[config.mk]
export PLATFORM = sky130hd
export DESIGN_NAME = ksv_back_flat
export DESIGN_NICKNAME = d
export VERILOG_FILES = /design/src/ksv_pkg.sv /design/src/ksv_result_if.sv /design/src/ksv_back.sv /design/src/flat_wrapper.sv
export SDC_FILE = /design/constraint.sdc
export NUM_CORES = 1
export LEC_CHECK = 0
export ABC_AREA = 1
export BUFFER_PORTS_ARGS = -buffer_cell sky130_fd_sc_hd__clkbuf_2
export CELL_PAD_IN_SITES_DETAIL_PLACEMENT = 0
export CELL_PAD_IN_SITES_GLOBAL_PLACEMENT = 1
export CORE_MARGIN = 4
export CORE_UTILIZATION = 34
export DETAILED_ROUTE_END_ITERATION = 10
export MAX_ROUTING_LAYER = met4
export PLACE_DENSITY = 0.86
export SLEW_MARGIN = 20
export SYNTH_ARGS = -nofsm -noshare
export SYNTH_HDL_FRONTEND = slang
export SYNTH_SLANG_ARGS = --single-unit
[constraint.sdc]
create_clock -name clk -period 2.8 [get_ports clk]
set_input_delay 0.42 -clock clk [delete_from_list [all_inputs] [get_ports clk]]
set_output_delay 0.42 -clock clk [all_outputs]
set_load 0.01 [all_outputs]
[src/ksv_pkg.sv]
// shared types and constants of the knn shapley recursion unit
// used by every file in src but ksv_ram; no dependencies of its own
package ksv_pkg;

	// field widths fixed by the item and result formats
	localparam int IDX_W = 10;
	localparam int LAB_W = 8;
	localparam int CFG_W = 11;
	localparam int VAL_W = 18;
	localparam int FRAC_BITS = 16;

	// divider operand widths: den = r * k, num = (m << 16) + den / 2
	localparam int DEN_W = 2 * CFG_W;
	localparam int NUM_W = CFG_W + FRAC_BITS + 1;
	localparam int QUO_W = FRAC_BITS + 1;

	// default sizes for the top level parameters
	localparam int MAX_TRAIN_DEF = 1024;
	localparam int LABEL_BITS_DEF = 8;

	// depth of the job queue between front and back
	localparam int QUEUE_DEPTH = 2;

	// config register reset values
	localparam logic [CFG_W-1:0] K_NEIGHBORS_RST = 11'd1;
	localparam logic [CFG_W-1:0] TRAIN_COUNT_RST = 11'd1024;

	// saturation bounds of the q2.16 value, at one bit of headroom
	localparam logic signed [VAL_W:0] SUM_MAX = 19'sd131071;
	localparam logic signed [VAL_W:0] SUM_MIN = -19'sd131072;

	// apb register select (address bit 2)
	typedef enum logic {
		REG_K_NEIGHBORS = 1'b0,
		REG_TRAIN_COUNT = 1'b1
	} reg_sel_t;

	// item kinds
	typedef enum logic {
		ACTION_LOAD     = 1'b0,
		ACTION_NEIGHBOR = 1'b1
	} action_t;

	// change of the match bit against the previous neighbour
	typedef enum logic [1:0] {
		DELTA_HOLD = 2'd0,
		DELTA_UP   = 2'd1,
		DELTA_DOWN = 2'd2
	} delta_t;

	// back end sequencer
	typedef enum logic [1:0] {
		BACK_IDLE = 2'd0,
		BACK_DIV  = 2'd1,
		BACK_HOLD = 2'd2
	} back_state_t;

	// one classified neighbour, handed from front to back
	typedef struct packed {
		logic [IDX_W-1:0] idx;
		logic             first;
		logic             done;
		logic             match;
		delta_t           delta;
		logic [CFG_W-1:0] m;
		logic [DEN_W-1:0] den;
	} job_t;

	// request to the serial divider
	typedef struct packed {
		logic             start;
		logic [NUM_W-1:0] num;
		logic [DEN_W-1:0] den;
	} div_req_t;

endpackage

[src/ksv_result_if.sv]
// result channel of the knn shapley recursion unit
// depends on ksv_pkg for field widths
interface ksv_result_if;
	logic                             valid;
	logic                             ready;
	logic [ksv_pkg::IDX_W-1:0]        point_index;
	logic signed [ksv_pkg::VAL_W-1:0] shapley_value;
	logic                             test_done;

	modport source (output valid, point_index, shapley_value, test_done, input ready);
	modport sink (input valid, point_index, shapley_value, test_done, output ready);
endinterface

[src/ksv_back.sv]
// back end: takes jobs, divides out the rank term, runs the value recursion
// depends on ksv_pkg and ksv_result_if; drives the divider
module ksv_back (
	input  logic                        clk,
	input  logic                        arst_n,
	input  logic                        job_valid,
	input  ksv_pkg::job_t               job,
	output logic                        pop,
	output ksv_pkg::div_req_t           div_req,
	input  logic                        div_busy,
	input  logic [ksv_pkg::QUO_W-1:0]   quotient,
	ksv_result_if.source                results
);

	localparam int VW = ksv_pkg::VAL_W;

	ksv_pkg::back_state_t state_q;
	ksv_pkg::back_state_t state_d;
	ksv_pkg::job_t        job_q;
	logic signed [VW-1:0] prev_value_q;
	logic                 out_valid_q;
	logic [ksv_pkg::IDX_W-1:0] out_idx_q;
	logic signed [VW-1:0] out_value_q;
	logic                 out_done_q;

	logic                 load_out;
	logic signed [VW:0]   quo_ext;
	logic signed [VW:0]   prev_ext;
	logic signed [VW:0]   sum;
	logic signed [VW-1:0] value;

	// next state
	always_comb begin
		state_d = state_q;
		case (state_q)
			ksv_pkg::BACK_IDLE: begin
				if (job_valid) begin
					state_d = ksv_pkg::BACK_DIV;
				end
			end
			ksv_pkg::BACK_DIV: begin
				if (!div_busy) begin
					state_d = ksv_pkg::BACK_HOLD;
				end
			end
			ksv_pkg::BACK_HOLD: begin
				if (!out_valid_q || results.ready) begin
					state_d = ksv_pkg::BACK_IDLE;
				end
			end
			default: begin
				state_d = ksv_pkg::BACK_IDLE;
			end
		endcase
	end

	// state outputs
	always_comb begin
		pop = (state_q == ksv_pkg::BACK_IDLE) && job_valid;
		load_out = (state_q == ksv_pkg::BACK_HOLD) && (!out_valid_q || results.ready);
	end

	// divider request: rounded numerator (m << 16) + den / 2
	always_comb begin
		div_req.start = pop;
		div_req.den = job.den;
		div_req.num = (ksv_pkg::NUM_W'(job.m) << ksv_pkg::FRAC_BITS)
			+ ksv_pkg::NUM_W'(job.den >> 1);
	end

	// value recursion with saturation
	always_comb begin
		quo_ext = signed'((VW + 1)'(quotient));
		prev_ext = (VW + 1)'(prev_value_q);
		if (job_q.first) begin
			sum = job_q.match ? quo_ext : '0;
		end else begin
			case (job_q.delta)
				ksv_pkg::DELTA_UP: sum = prev_ext + quo_ext;
				ksv_pkg::DELTA_DOWN: sum = prev_ext - quo_ext;
				default: sum = prev_ext;
			endcase
		end
		if (sum > ksv_pkg::SUM_MAX) begin
			value = ksv_pkg::SUM_MAX[VW-1:0];
		end else if (sum < ksv_pkg::SUM_MIN) begin
			value = ksv_pkg::SUM_MIN[VW-1:0];
		end else begin
			value = sum[VW-1:0];
		end
	end

	// control state
	always_ff @(posedge clk or negedge arst_n) begin
		if (!arst_n) begin
			state_q <= ksv_pkg::BACK_IDLE;
			prev_value_q <= '0;
			out_valid_q <= 1'b0;
		end else begin
			state_q <= state_d;
			if (load_out) begin
				prev_value_q <= value;
				out_valid_q <= 1'b1;
			end else if (results.ready) begin
				out_valid_q <= 1'b0;
			end
		end
	end

	// job and output payload
	always_ff @(posedge clk) begin
		if (pop) begin
			job_q <= job;
		end
		if (load_out) begin
			out_idx_q <= job_q.idx;
			out_value_q <= value;
			out_done_q <= job_q.done;
		end
	end

	assign results.valid = out_valid_q;
	assign results.point_index = out_idx_q;
	assign results.shapley_value = out_value_q;
	assign results.test_done = out_done_q;

endmodule

[src/flat_wrapper.sv]
// flat-port wrapper written by rule: the top's interface ports become plain ports
module ksv_back_flat 
  (clk, arst_n, job_valid, job, pop, div_req, div_busy, quotient, results_valid, results_point_index, results_shapley_value, results_test_done, results_ready);
  ksv_result_if results_i ();
  input  logic clk;
  input  logic arst_n;
  input  logic job_valid;
  input  ksv_pkg::job_t job;
  output logic pop;
  output ksv_pkg::div_req_t div_req;
  input  logic div_busy;
  input  logic [ksv_pkg::QUO_W-1:0] quotient;
  output wire logic [$bits(results_i.valid)-1:0] results_valid;
  output wire logic [$bits(results_i.point_index)-1:0] results_point_index;
  output wire logic [$bits(results_i.shapley_value)-1:0] results_shapley_value;
  output wire logic [$bits(results_i.test_done)-1:0] results_test_done;
  input wire logic [$bits(results_i.ready)-1:0] results_ready;
  assign results_valid = results_i.valid;
  assign results_point_index = results_i.point_index;
  assign results_shapley_value = results_i.shapley_value;
  assign results_test_done = results_i.test_done;
  assign results_i.ready = results_ready;
  ksv_back u_core (.clk(clk), .arst_n(arst_n), .job_valid(job_valid), .job(job), .pop(pop), .div_req(div_req), .div_busy(div_busy), .quotient(quotient), .results(results_i));
endmodule
* After elaboration in Yosys (flattened, before gate mapping)
Index checks and enable logic that the tools add are counted.
** Storage, ports and cells
- Word-level logic and storage cells :: 41
- Register bits after elaboration :: 65
- Input bits :: 70
- Output and inout port bits :: 82
** Operators by class
- Equality and inequality tests :: 7
- $add $sub $neg :: 3
- $lt $le $gt $ge :: 2
- Mux-type cells :: 11
- Reduce and logical (&&, ||, !) cells :: 7
** Operator list (number)
- $pmux 19 s2 :: 1
- $mux 18 :: 2
- $add 27x21->28 :: 1
- $add 18x18->19 :: 1
- $gt 19x18->1 const B :: 1
- $lt 19x18->1 const B :: 1
- $mux 19 :: 1
- $sub 18x18->19 :: 1
- $mux 17 :: 1
- $mux 2 :: 3
- $ne 2x2->1 const B :: 3
- $pmux 2 s3 :: 1
- $eq 2x1->1 const B :: 2
- $eq 2x2->1 const B :: 2
- $reduce_and 3->1 :: 1
- $logic_and 1x1->1 :: 2
- $logic_not 2->1 :: 1
- $mux 1 :: 2
- $reduce_bool 2->1 :: 1
- $logic_not 1->1 :: 1
- $logic_or 1x1->1 :: 1

* Longest topological paths before layout
Gate-level depths: netlist (run 1).
- Depth in word-level cells :: 6
- Mapped depth :: 26
- Depth with buffers taken out :: 25

* Least setup slack after synthesis (run 1)
No wires, ideal clock.
- Path type :: in2reg
- From :: input quotient[1] (netlist bit)
- To :: register u_core.out_value_q[0], in the netlist u_core.results.shapley_value[0], data pin
- Setup time :: 264 ps
- Arrival :: 3200 ps
- Path slack :: -664 ps
- Path buffers :: 1
- Stages on the path :: 19
- Path through :: inv_1 ha_1 nand3_1 or2_2 nor3_1 inv_1 o21ai_0 o21ai_0 xor2_1 ha_1 nand2_1 o21ai_0 a21oi_1 a21oi_1 nor2_2 nand3_4 buf_6 inv_1 a21oi_1
** On the way
- Cells in the longest elaborated chain, start to end :: 6
- Elaborated cells between the ends (all ways) :: 9
- Classes of those cells :: add/sub (2); order compare (2); mux (5)
** RTL lines
- from (decl) :: RTL line flat_wrapper.sv:12 : input logic [ksv_pkg::QUO_W-1:0] quotient;
- $sub 18x18->19 or $add 18x18->19 (tied branches) :: RTL line ksv_back.sv:80, ksv_back.sv:79
- $pmux 19 s2 :: RTL line ksv_back.sv:78 : case (job_q.delta)
- $mux 19 * :: RTL line ksv_back.sv:75 : if (job_q.first) begin
- $lt 19x18->1 :: RTL line ksv_back.sv:86 : end else if (sum < ksv_pkg::SUM_MIN) begin
- $mux 18 :: RTL line ksv_back.sv:86
- $mux 18 * :: RTL line ksv_back.sv:84 : if (sum > ksv_pkg::SUM_MAX) begin
- net u_core.value[0] :: RTL line ksv_back.sv:30 : logic signed [VW-1:0] value;
- to (signal assigned) :: RTL line ksv_back.sv:117 : out_value_q <= value;
- to (decl) :: RTL line ksv_back.sv:23 : logic signed [VW-1:0] out_value_q;
Mark *: on every way through the listed nets, which the timed path passes. The rest lies on a longest branch.
A chain may end at the register's enable or synchronous reset.

* Worst setup path after layout (run 1)
- From :: input quotient[2] (netlist bit)
- To :: register u_core.out_value_q[0], in the netlist u_core.results.shapley_value[0], data pin
Same word-level chain as after synthesis.

==> results of run 1 <==
==> worst max-delay path: stages <==
cell	delay, ns
buf_6	0.10
nor3_4	0.19
nand2_2	0.10
nor3_4	0.21
nand2_2	0.11
nor3_4	0.25
a21oi_1	0.13
xnor2_1	0.14
ha_1	0.44
nand2_2	0.13
nor3_4	0.19
nand2_2	0.09
nand3_2	0.07
nand2_2	0.06
nor2_4	0.15
buf_4	0.14
nand3_4	0.15
inv_4	0.14
a21oi_1	0.06
==> state kept, by name (all words and copies together) (netlist names) <==
signal and flops:
u_core.results.shapley_value 18, u_core.results.valid 1, u_core.job_q 15, u_core.results.test_done 1, u_core.prev_value_q 18, u_core.state_q 2
u_core.results.point_index 10
==> worst min path at each step <==
stage	start	to	slack, ns	depth (start not counted)
5_1_grt	arst_n	u_core.prev_value_q[17]	0.13	1
4_1_cts	arst_n	u_core.prev_value_q[17]	0.1	1
6_report	arst_n	u_core.prev_value_q[17]	0.09	1
3_5_place_dp	u_core.job_q[44]	u_core.results.point_index[6]	0.41	0
3_3_place_gp	u_core.job_q[41]	u_core.results.point_index[3]	0.40	0
2_1_floorplan	arst_n	u_core.prev_value_q[0]	0.12	0
==> Yosys cell counts (2+ instances only) <==
| library cell | instances |
|---|---|
| nand2_1 | 172 |
| a21oi_1 | 60 |
| inv_1 | 59 |
| edfxtp_1 | 44 |
| nor2_1 | 43 |
| buf_4 | 39 |
| nand3_1 | 36 |
| ha_1 | 25 |
| dfrtp_1 | 21 |
| xor2_1 | 18 |
| nand2_2 | 13 |
| nor3_1 | 11 |
| o21ai_0 | 11 |
| xnor2_1 | 11 |
| clkbuf_1 | 8 |
| nand2_4 | 5 |
| nand3b_1 | 5 |
| a22oi_1 | 4 |
| nor2_2 | 4 |
| or2_2 | 4 |
| buf_6 | 3 |
| nand3_2 | 3 |
| a21oi_2 | 2 |
| buf_1 | 2 |
| buf_2 | 2 |
| fa_1 | 2 |
| nand4_1 | 2 |
==> per-stage QoR <==
stage | hold slack (ns) | power, mW | setup WS, ns | area, sq um | utilization
after floorplan | 0.1244 | 3.636 | -0.2004 | 5001 | -
after global placement | 0.4008 | 4.795 | -0.6885 | 5993 | 0.4284
after detailed placement | 0.4080 | 4.841 | -0.7691 | 5993 | 0.4284
after CTS | 0.09860 | 6.185 | -0.3951 | 6479 | 0.4631
after global routing | 0.1286 | 6.825 | -0.6488 | 6640 | 0.4747
final | 0.09116 | 6.298 | -0.4070 | 6640 | 0.4747
==> power breakdown <==
group          switching [mW]  internal, mW  total (mW)
clock                   0.367         0.710        1.08
combinational            2.04          1.63        3.67
sequential              0.195          1.35        1.55
total                    2.60          3.69        6.30
==> cell type report <==
cell class	count	area (sq um)
clock buffer	13	250.2
clock inverter	3	40.04
fill	1357	7348
inverter	61	246.5
multi-input combinational	442	2720
sequential	65	1847
tap	180	225.2
timing repair buffer	198	1311
==> metal layers <==
layer  global-route usage  vias to the layer above
li1                     -                     2311
met1               0.2132                     2115
met2               0.2770                      107
met3              0.03667                       28
met4              0.05306                        0
met5                    -                        -
==> logic make-up (layout without fill, tap and decap cells) <==
family | after synthesis | count (layout) | share of synthesized area
buf+inv | 116 | 275 | 0.1276
xor+xnor | 29 | 29 | 0.05201
simple gates | 302 | 303 | 0.2780
flops | 65 | 65 | 0.3782
compound gates | 83 | 83 | 0.09198
fa+ha+maj | 27 | 27 | 0.07225
==> what timing repair did <==
item	CTS	global route
pin swaps	18	36
gates resized for setup	31	33
endpoints found under the setup margin	36	36
gates cloned	2	0
buffers inserted	6	5
==> parameters.txt, run 1 <==
Parameter                              Value

STA
  Transition time at the pin with the least slew margin    0.5859 ns
  Fraction of the cycle the final worst path needs    1.145
  Setup repair after global routing missed its margin    yes
  Maximum achievable frequency    311.8 MHz
  Number of hold violations in the final report    0
  Pins over their slew limit    0
  Sum Neg Setup Slack    -13.01 ns
  Tmin final    3.207 ns
  Crit path setup slack, layout    -0.4070 ns
  Setup clock skew after layout    0.007001 ns
  Endpoints failing setup    36
  Slew headroom    0.6094

Placed design
  DP HPWL    10,480 um
  Inst Count DP    933
  Routability Congestion    0.9279
  IO buf count    101

CTS
  Clock Latency Late Sink    0.32 ns
  Clock buffer count from CTS    9
  Clock tree from TritonCTS    done
  Htree depth    3
  Clock root buffer    clkbuf_16
  Hold buffers post-CTS    0
  TritonCTS Sinks    65
  CTS clock-pin slew for the worst setup and hold paths    0.05 ns
  Maximum buffer depth of the clock tree    2

Synth
  Count of yosys warnings during synthesis    0
  Mapped Area    4883 sq um
  Dominant register cell in the synthesized netlist    edfxtp_1
  Post-synthesis cell type count    40
  Sequential area share after synthesis    0.3782
  Average size of a mapped cell    7.851 sq um
  Leading cell types by total area after synthesis    edfxtp_1 27%, nand2_1 13%, dfrtp_1 11%
  Top cell type by total area after synthesis    edfxtp_1
  #FFs+latches synth    65
  Fraction of synthesized cell area taken by the top area cell type    0.2706
  Synthesized instance count    622
  Share of synthesized registers carrying an async set or reset    0.3231
  Total nets after synthesis    719
  EDFF count, synth    44

Finish
  Area growth, synth to finish    35.97%
  Most common cell after layout, fill and taps aside    nand2_1
  ANT cells    0
  Number of cells in the finished layout apart from fillers    962
  Top library cells by usage in the layout, fill and taps aside    150 x nand2_1, 98 x clkbuf_2, 88 x buf_4, 53 x a21oi_1, 52 x inv_1
  Share of final-layout standard cells stronger than drive strength 1    0.3913
  Total Nets Final    874

Run status
  Violations in the final reports    negative setup slack
  Outcome    finished, violations left

Setup path
  Capture point of the worst path    u_core.results.shapley_value[0]
  Critical Path Start Type    input pin
  Setup crit start    quotient[2]
  Endpoint of the lowest-slack register-to-register path    u_core.results.shapley_value[8]
  Classification of the worst setup path    input pin to flop
  Data arrival, critical path    3.27 ns
  Startpoint of the lowest-slack register-to-register path    u_core.job_q[34]
  Logic depth of the worst register-to-register path    19
  Reg2reg setup slack    -0.31 ns
  Maximum fanout along the worst path    7
  Critical Path RT    2.86 ns
  Critical Path Sink Type    flop

Floorplan
  Boundary Pins    152
  # rows    43
  DIE AREA    16,340 sq um
  Horiz. Die Dim    127.8 um
  Die Ht    127.8 um
  Area of the core    13,990 sq um
  Initial Util    0.3491

Global route
  Vias in the first global route    4,572
  Grt total ovfl    0
  Largest net degree at the start of global routing    47
  Global-route wire length before repair    21,960 um
  Number of antenna violations at the first check in global routing    0
  Aggregate global-route resource usage    0.1705

Routing
  Total wire length    13,490 um
  Total routed wire length on the met1 layer    5828 um
  Met2 Wirelength    6688 um
  Post-DR wirelength/cell    14.02 um
  Remaining number of nets flagged by the antenna check after routing    0
  Vias per inst    4.741
  Total length of routed met3 wires    698 um
  DRC viols    0
  Violation count after the first detailed-routing iteration    289
  Highest layer used for signal routing    met4
  Detailed-router iteration count before antenna repair    5
  Overall via count from detail_route    4,561

Power and ir drop
  Leakage Power    3.326 nW
  IR Drop Worst-Case VDD    455.0 uV
  Power density over cell area    948.5 nW/um^2

Hold path
  Hold WC Path Type    input pin to async pin

Run
  Max-capacitance violation count    0
No activity file was read; power rests on OpenSTA's default activity.
==> inputs of run 2 (changes only) <==
--- a/config.mk
+++ b/config.mk
@@ -14,5 +14,5 @@
 export DETAILED_ROUTE_END_ITERATION = 10
 export MAX_ROUTING_LAYER = met4
-export PLACE_DENSITY = 0.86
+export PLACE_DENSITY = 0.78
 export SLEW_MARGIN = 20
 export SYNTH_ARGS = -nofsm -noshare
==> constraint.sdc (replaced) <==
create_clock -name clk -period 2.8 [get_ports clk]
set_input_delay 0.14 -clock clk [delete_from_list [all_inputs] [get_ports clk]]
set_output_delay 0.14 -clock clk [all_outputs]
set_load 0.01 [all_outputs]
==> run 2 against run 1 <==
Against the previous run:
- the flow still finishes with violations (negative setup slack)
- largest cell class unchanged
- sequential share of layout area shrank 1.8 points
- clock power rose by 6%
- power is 9.6% higher
- global-route usage up 0.82 points
- cell area rose by 7.0%
- routed wire length is 7.4% higher
- highest routed layer unchanged
- clock-buffer cell count fell by 2
- sequential power about the same
- fmax up 6.2%
==> parameters.txt, run 2 (synthesis gave the netlist of run 1 again) <==
Parameter                              Value

CTS
  TritonCTS Sinks    65 (unchanged)
  Clock Latency Late Sink    0.33 ns (about the same)
  Htree depth    3 (unchanged)
  Clock tree from TritonCTS    done
  Maximum buffer depth of the clock tree    2 (unchanged)
  CTS clock-pin slew for the worst setup and hold paths    0.05 ns (about the same)
  Clock buffer count from CTS    9 (unchanged)
  Clock root buffer    clkbuf_16

Run status
  Outcome    finished, violations left
  Violations in the final reports    negative setup slack

STA
  Maximum achievable frequency    331.1 MHz (+6.2%)
  Number of hold violations in the final report    0 (unchanged)
  Slew headroom    0.6158 (+0.006394)
  Tmin final    3.020 ns (-0.1872 ns)
  Crit path setup slack, layout    -0.2199 ns (+0.1872 ns)
  Transition time at the pin with the least slew margin    0.5763 ns (-0.009591 ns)
  Pins over their slew limit    0 (unchanged)
  Setup repair after global routing missed its margin    yes
  Setup clock skew after layout    0.007144 ns (+0.0001431 ns)
  Endpoints failing setup    34 (-5.6%)
  Fraction of the cycle the final worst path needs    1.079 (-0.06684)

Floorplan
  DIE AREA    16,340 sq um (unchanged)
  Initial Util    0.3491 (unchanged)
  Boundary Pins    152 (unchanged)
  # rows    43 (unchanged)
  Horiz. Die Dim    127.8 um (unchanged)
  Area of the core    13,990 sq um (unchanged)
  Die Ht    127.8 um (unchanged)

Run
  Max-capacitance violation count    0 (unchanged)

Global route
  Number of antenna violations at the first check in global routing    0 (unchanged)
  Largest net degree at the start of global routing    36 (-23%)
  Vias in the first global route    4,673 (+2.2%)
  Aggregate global-route resource usage    0.1787 (+0.008213)
  Grt total ovfl    0 (unchanged)
  Global-route wire length before repair    22,740 um (+3.6%)

Finish
  Filler cells    1,318 (-2.9%)
  Area growth, synth to finish    45.43%
  Final standard cell utilization of the core    0.5077 (+0.03301)
  ANT cells    0 (unchanged)
  Share of final-layout standard cells stronger than drive strength 1    0.4354 (+0.04408)
  Top library cells by usage in the layout, fill and taps aside    134 x nand2_1, 99 x clkbuf_2, 84 x buf_4, 48 x inv_1, 44 x edfxtp_1
  Most common cell after layout, fill and taps aside    nand2_1
  Total Nets Final    889 (+1.7%)

Placed design
  DP HPWL    10,900 um (+4.0%)
  IO buf count    101 (unchanged)
  Routability Congestion    0.8822 (-4.9%)

Setup path
  Critical Path RT    2.86 ns (about the same)
  Reg2reg setup slack    -0.21 ns (+0.10 ns)
  Ordered list of cells on the worst path    buf_8, nor3_4, nand2_2, nor3_4, nand2_2, nor3_4, nand2_1, buf_4, o31ai_1, ha_1, a21oi_1, o21a_1, nand2_2, a21oi_2, nand2_2, nand3_4, buf_6, nand3_4, inv_6, a21oi_1
  Maximum fanout along the worst path    7 (unchanged)
  Most prevalent standard cell on the critical path    nand2_2
  Top Family by Delay on Critical Path    simple AND/OR/NAND/NOR gates
  Classification of the worst setup path    input pin to flop
  Count of buffer and inverter cells on the critical path    4 (+1)
  Critical Path Start Type    input pin
  Critical Path Sink Type    flop
  Max stage delay cell, worst path    ha_1
  Data arrival, critical path    3.08 ns (-0.19 ns)
  Slowest cell delay on critical path    0.32 ns (-0.12 ns)

Routing
  Violation count after the first detailed-routing iteration    245 (-15%)
  DRC viols    0 (unchanged)
  Total wire length    14,500 um (+7.4%)
  Detailed-router iteration count before antenna repair    4 (-1)
  Vias per inst    4.806 (+1.4%)
  Remaining number of nets flagged by the antenna check after routing    0 (unchanged)
  Post-DR wirelength/cell    14.84 um (+5.8%)
  Overall via count from detail_route    4,695 (+2.9%)

Power and ir drop
  IR Drop Worst-Case VDD    406.9 uV (-11%)
  Power density over cell area    972.3 nW/um^2 (+2.5%)
  Leakage Power    3.433 nW (+3.2%)
  Total power after layout    6.905 mW (+9.6%)

Hold path
  Hold WC Path Type    input pin to flop
[run 2: what timing repair did]
action	in CTS	in global routing
hold buffers	14	2
hold endpoints to repair	34	2
setup buffers	13	7
resized for setup	76	54
gates cloned	3	0
pin swaps	36	45
endpoints found under the setup margin	36	36
[run 2: worst register-to-register path: stages (launching register included)]
cell and delay (ns):
edfxtp_1 0.38, inv_2 0.09, ha_4 0.18, inv_6 0.06
buf_12 0.13, o21ai_4 0.05, o21ai_1 0.09, xor2_1 0.16
ha_1 0.41, nand2_2 0.13, o21ai_2 0.20, a21oi_4 0.06
nand3_2 0.06, nand2_2 0.06, nor2_4 0.17, buf_6 0.14
nand3_4 0.18, inv_6 0.16, a21oi_1 0.05
[run 2: cell type report]
cell class              instances  area (sq um)  share of cell area
multi-input cells             442          2979              0.4195
well taps                     180         225.2             0.03171
clock inverters                 5         71.32             0.01004
flip-flops and latches         65          1847              0.2600
inverters                      61         239.0             0.03365
clock buffers                  11         232.7             0.03277
repair buffers                213          1508              0.2123
[run 2: metrics by stage]
step / hold slack [ns] / cell area, sq um / setup slack (ns) / TNS, ns / instances
finish: 0.07872 / 7102 / -0.2199 / -6.232 / 977
CTS: 0.0007641 / 6863 / -0.1508 / -3.638 / 969
global placement: 0.1474 / 5929 / -0.4458 / -13.98 / 923
floorplan: -0.1556 / 4996 / 0.001064 / 0 / 622
detailed placement: 0.1649 / 5929 / -0.5236 / -16.49 / 923
global route: 0.08259 / 7102 / -0.3370 / -10.64 / 977
[run 2: routing by layer]
layer / vias up / GRT usage / wire length, um
met5: - / - / 0
met4: 0 / 0.04120 / 221
met3: 32 / 0.03917 / 765
met1: 2215 / 0.2198 / 6229
li1: 2333 / - / -
met2: 115 / 0.3013 / 7280
[run 2: final timing paths]
path,cells past startpoint,end,from
worst min register to register,0,u_core.results.point_index[1],u_core.job_q[39]
worst max-delay path,20,u_core.results.shapley_value[2],quotient[2]
worst max register to register,18,u_core.results.shapley_value[2],u_core.job_q[33]
max in group asynchronous,2,u_core.state_q[1],arst_n
worst min-delay path,2,u_core.state_q[0],div_busy
min in group asynchronous,2,u_core.prev_value_q[17],arst_n
[run 2: report_power, final]
group	internal, mW	switching (mW)	total [mW]
Clock	0.769	0.371	1.14
Sequential	1.35	0.211	1.57
Combinational	1.92	2.28	4.20
Total	4.05	2.86	6.90
